### config.mk
export PLATFORM = sky130hd
export DESIGN_NAME = lvp_ctrl
export DESIGN_NICKNAME = d
export VERILOG_FILES = /design/src/rtl/lvp_pkg.sv /design/src/rtl/lvp_ctrl.sv
export SDC_FILE = /design/constraint.sdc
export NUM_CORES = 1
export LEC_CHECK = 0
export BUFFER_PORTS_ARGS = -buffer_cell sky130_fd_sc_hd__buf_2
export CAP_MARGIN = 10
export CORE_AREA = 8 8 45 47
export CTS_CLUSTER_SIZE = 28
export DETAILED_ROUTE_END_ITERATION = 12
export DIE_AREA = 0 0 53 55
export PLACE_DENSITY = 0.38
export SETUP_SLACK_MARGIN = 0.15
export SLEW_MARGIN = 15
export SYNTH_ARGS = -nofsm -noshare
export SYNTH_HDL_FRONTEND = slang
export SYNTH_SLANG_ARGS = --single-unit
### constraint.sdc
create_clock -name clk -period 0.9 [get_ports clk]
set_input_delay 0 -clock clk [delete_from_list [all_inputs] [get_ports clk]]
set_output_delay 0 -clock clk [all_outputs]
set_load 0.01 [all_outputs]
### src/rtl/lvp_pkg.sv
// Types and constants of the last value load predictor.
package lvp_pkg;

	localparam int DATA_W = 64;
	localparam int CFG_W = 11;
	localparam logic [CFG_W-1:0] CFG_RESET = 11'd1024;

	typedef struct packed {
		logic [DATA_W-1:0] load_pc;
		logic [DATA_W-1:0] actual_value;
		logic              read_ok;
	} load_item_t;

	typedef struct packed {
		logic [DATA_W-1:0] predicted_value;
		logic              table_hit;
		logic              prediction_correct;
		logic [DATA_W-1:0] total_predictions;
		logic [DATA_W-1:0] correct_predictions;
	} result_item_t;

	typedef enum logic [1:0] {
		ST_IDLE,
		ST_SCAN,
		ST_WRITE
	} lvp_state_t;

	// Controller to datapath.
	typedef struct packed {
		logic start;
		logic scan;
		logic commit;
	} lvp_cmd_t;

	// Datapath to controller.
	typedef struct packed {
		logic scan_done;
		logic out_free;
	} lvp_sts_t;

endpackage

### src/rtl/lvp_ctrl.sv
// Controller state machine: accept, scan, write back.
module lvp_ctrl import lvp_pkg::*; (
	input  logic     clk,
	input  logic     arst_n,
	input  logic     in_valid,
	input  logic     in_read_ok,
	output logic     in_ready,
	output lvp_cmd_t cmd,
	input  lvp_sts_t sts
);
	lvp_state_t state_q, state_d;

	always_ff @(posedge clk or negedge arst_n) begin
		if (!arst_n) begin
			state_q <= ST_IDLE;
		end else begin
			state_q <= state_d;
		end
	end

	always_comb begin
		state_d  = state_q;
		cmd      = '0;
		in_ready = 1'b0;
		unique case (state_q)
			ST_IDLE: begin
				in_ready = 1'b1;
				// a failed read is taken and dropped
				if (in_valid && in_read_ok) begin
					cmd.start = 1'b1;
					state_d   = ST_SCAN;
				end
			end
			ST_SCAN: begin
				cmd.scan = 1'b1;
				if (sts.scan_done) begin
					state_d = ST_WRITE;
				end
			end
			ST_WRITE: begin
				// hold until the result register can take the new result
				if (sts.out_free) begin
					cmd.commit = 1'b1;
					state_d    = ST_IDLE;
				end
			end
			default: begin
				state_d = ST_IDLE;
			end
		endcase
	end
endmodule

* Word level (Yosys, flattened, before mapping) *
Index checks and enable logic that the tools add are counted.

storage, ports and cells
  bits in registers = 2
  logic and storage cells = 19

operators by class
  eq/ne operators = 5
  multiplexer cells = 10
  reduce and logical (&&, ||, !) cells = 3

operator list
  cell                  number
  $mux W1               6
  $mux W2               3
  $ne A2 B2 Y1 const B  3
  $pmux W2 S3           1
  $reduce_and A3 Y1     1
  $eq A2 B1 Y1 const B  1
  $eq A2 B2 Y1 const B  1
  $logic_not A2 Y1      1
  $logic_and A1 B1 Y1   1

* Logic depth before layout (Yosys ltp) *
  depth in word-level cells = 3
  depth in mapped cells = 2
  depth with buffers taken out = 2

* Worst setup path before layout *
Ideal clock, no wire load.

  path kind = flip-flop to flip-flop
  start point = register state_q[0]
  end point = register state_q[0]
  setup time = 0.066 ns
  data arrival time = 0.814 ns
  path slack = 0.020 ns
  cell stages (with the launch flop) = 3
  cell sequence = dfrtp_1 > nor2_1 > a32o_2

on the way
  cells in the longest elaborated chain, start to end = 3

ends and longest elaborated chain
  item                                        RTL line        RTL
  start: declaration                          lvp_ctrl.sv:11  lvp_state_t state_q, state_d;
  start signal: assignment                    lvp_ctrl.sv:17  state_q <= state_d;
  $eq A2 B1 Y1, or another cell as far along  lvp_ctrl.sv:25  unique case (state_q)
  $ne A2 B2 Y1 (no source line)               -
  $reduce_and A3 Y1 (no source line)          -

Several ways; a longest one is shown, not always the timed one.
A chain may end at the register's enable or synchronous reset.

==> flow_summary.ini <==
[sta]
setup_violations = 6
rsz0062_at_grt = yes
finalHoldViolations = 0
slew_headroom = 0.8923
fin_tns_setup_ns = -0.5386
clock.fmax_mhz = 961.4
fin_skew_ns = 0.0004592
tightest_slew_ns = 0.1612
final.setup.worst_slack_ns = -0.1401
finalCriticalPeriod_ns = 1.040
finalCritPeriodShare = 1.156
slew_violations = 0
holdWs_ns = 0.04558

[detailed_routing]
wl_met1_um = 142
wl_met2_um = 252
postRouteAntennaNets = 0
firstDrtPassIters = 2
viasPerCell = 3.511
wl_met3_um = 80
wirelength_um = 474
drtIter0Drc = 1
top_layer_used = met3
routedWlPerCell_um = 10.53
vias = 158
route.detailed.drc = 0

[cts]
clock_latency_ns = 0.22
cts-htree-levels = 1
cts_inserted_buffers = 3
clk_path_buf_depth = 2
tritoncts = built
cts_root_buf = clkbuf_4
clock_sinks = 2
clk_pin_slew_worst_paths_ns = 0.03

[floorplan]
core_um2 = 1384
ios = 10
die_area_um2 = 2915
initial_utilization = 0.08228
die_w_um = 53
fp.dieH_um = 55
num_rows = 14

[global_route]
grt_max_degree = 5
grt_pass1_wl_um = 759
grt-ovfl-total = 0
grt_use_total = 0.04098
grt_pass1_vias = 187
antenna_found_initial = 0

[setup_path]
critPathLaunchType = flip-flop
worst-path-max-fanout = 3
path_cells = nor2_2, and3_1, buf_2
crit_slowest_cell = dfrtp_1
cp_num_buf_inv = 1
worstSetupEndpointType = output port
critPathTopFamily = flip-flops
worst-endpoint-required_ns = 0.90
criticalPathCategory = flip-flop to output port
critPathArrivalTime_ns = 1.04
critical_path.max_stage_delay_ns = 0.39

[pwr]
p_seq_frac = 0.215
switching_share = 0.2829
p_sw_mw = 0.1618
ir_drop_mv = 0.3569
power_density_nw_per_um2 = 2097
clock_power_share = 0.344
power.internal_mw = 0.4102
power_frac_comb = 0.441
p_leak_nw = 0.1527

[yosys]
ys_warn_count = 0
synth_area_per_cell_um2 = 9.488
netlist_area_um2 = 113.9
ys_seq_area_frac = 0.4396
ys_seq_elements = 2
synthesis.nets = 18
syn-instance-count = 12
yosysUniqueCellTypes = 10

[worst_hold_path]
hold_path_class = input port to flip-flop

[placement]
gp_congestion = 0.7064
placement.io_buffers = 9

[flow_run]
drv_cap = 0

[finish]
largest-register = state_q
layout-drive-gt1-share = 0.7241
largest_reg_flops = 2
finish.utilization = 0.1971
reg_top3 = state_q: 2 flops
synthToLayoutAreaGrowth_pct = 139.6
final_nets = 37
antenna_cells = 0

[status]
violations = negative setup slack
status = finished with violations
==> layout make-up <==
cell class	instances	area (µm²)
Fill cell	162	1111
Timing Repair Buffer	15	111.4
Multi-Input combinational cell	8	65.06
Sequential cell	2	50.05
Clock buffer	3	22.52
Tap cell	16	20.02
Inverter	1	3.754
==> power groups by stage <==
| stage | sequential (mW) | combinational [mW] | clock [mW] |
|---|---|---|---|
| 4_1_cts | 0.123 | 0.187 | 0.215 |
| 2_1_floorplan | 0.129 | 0.0915 | 0 |
| 6_report | 0.123 | 0.252 | 0.196 |
| 3_3_place_gp | 0.132 | 0.132 | 0 |
| 3_5_place_dp | 0.133 | 0.134 | 0 |
| 5_1_grt | 0.124 | 0.272 | 0.219 |
==> layout by cell type, fill, tap and decap left out, types with 2 or more instances in the layout <==
master | netlist | routed
buf_4 | 1 | 3
dfrtp_1 | 2 | 2
buf_6 | 0 | 3
dlygate4sd3_1 | 0 | 2
nor2_2 | 0 | 2
buf_2 | 0 | 7
clkbuf_4 | 0 | 3
==> cells in the mapped netlist (all sizes together) <==
cell type / count / area, µm²
nor2: 2 / 7.510
nand2: 1 / 3.750
inv: 1 / 3.750
nor2b: 1 / 8.760
dfrtp: 2 / 50.05
a21o: 1 / 7.510
a32o: 1 / 11.26
buf: 1 / 7.510
and3: 1 / 6.260
nor3b: 1 / 7.510
==> stage by stage <==
step / setup WS [ns] / cells / cell area, µm² / power (mW)
floorplan: 0.04813 / 12 / 121.4 / 0.2205
global placement: 0.02313 / 36 / 178.9 / 0.2645
detailed placement: 0.01972 / 36 / 178.9 / 0.2667
CTS: -0.1350 / 43 / 242.7 / 0.5243
global route: -0.2154 / 45 / 272.8 / 0.6161
finish: -0.1401 / 45 / 272.8 / 0.5720
==> path summary, 6_finish.rpt <==
kind | from | end | slack (ns) | depth (start not counted)
max in group asynchronous | arst_n | state_q[1] | 0.70 | 2
min in group asynchronous | arst_n | state_q[0] | 0.10 | 2
hold / removal | in_read_ok | state_q[0] | 0.05 | 2
hold reg to reg | state_q[0] | state_q[1] | 0.72 | 3
setup / recovery | state_q[0] | cmd[2] | -0.14 | 3
setup reg to reg | state_q[0] | state_q[0] | -0.09 | 3
==> cell families after synthesis <==
family	share of synthesized area
AOI/OAI and AO/OA	0.1649
DFF	0.4396
buffers and inverters	0.09889
and+or+nand+nor	0.2968
==> metal layers <==
metal / global-route usage / vias to the layer above
met2: 0.05859 / 7
met1: 0.02736 / 75
met3: 0.04813 / 0
met4: 0.03879 / 0
met5: 0 / -
li1: - / 76
==> what timing repair did <==
item	in CTS	in global routing
setup endpoints to repair	6	6
cloned	0	0
pin swaps	2	1
resized for setup	1	4
buffers inserted	2	2
hold buffers	2	0
hold endpoints to repair	3	0
No activity file was read; power rests on OpenSTA's default activity.
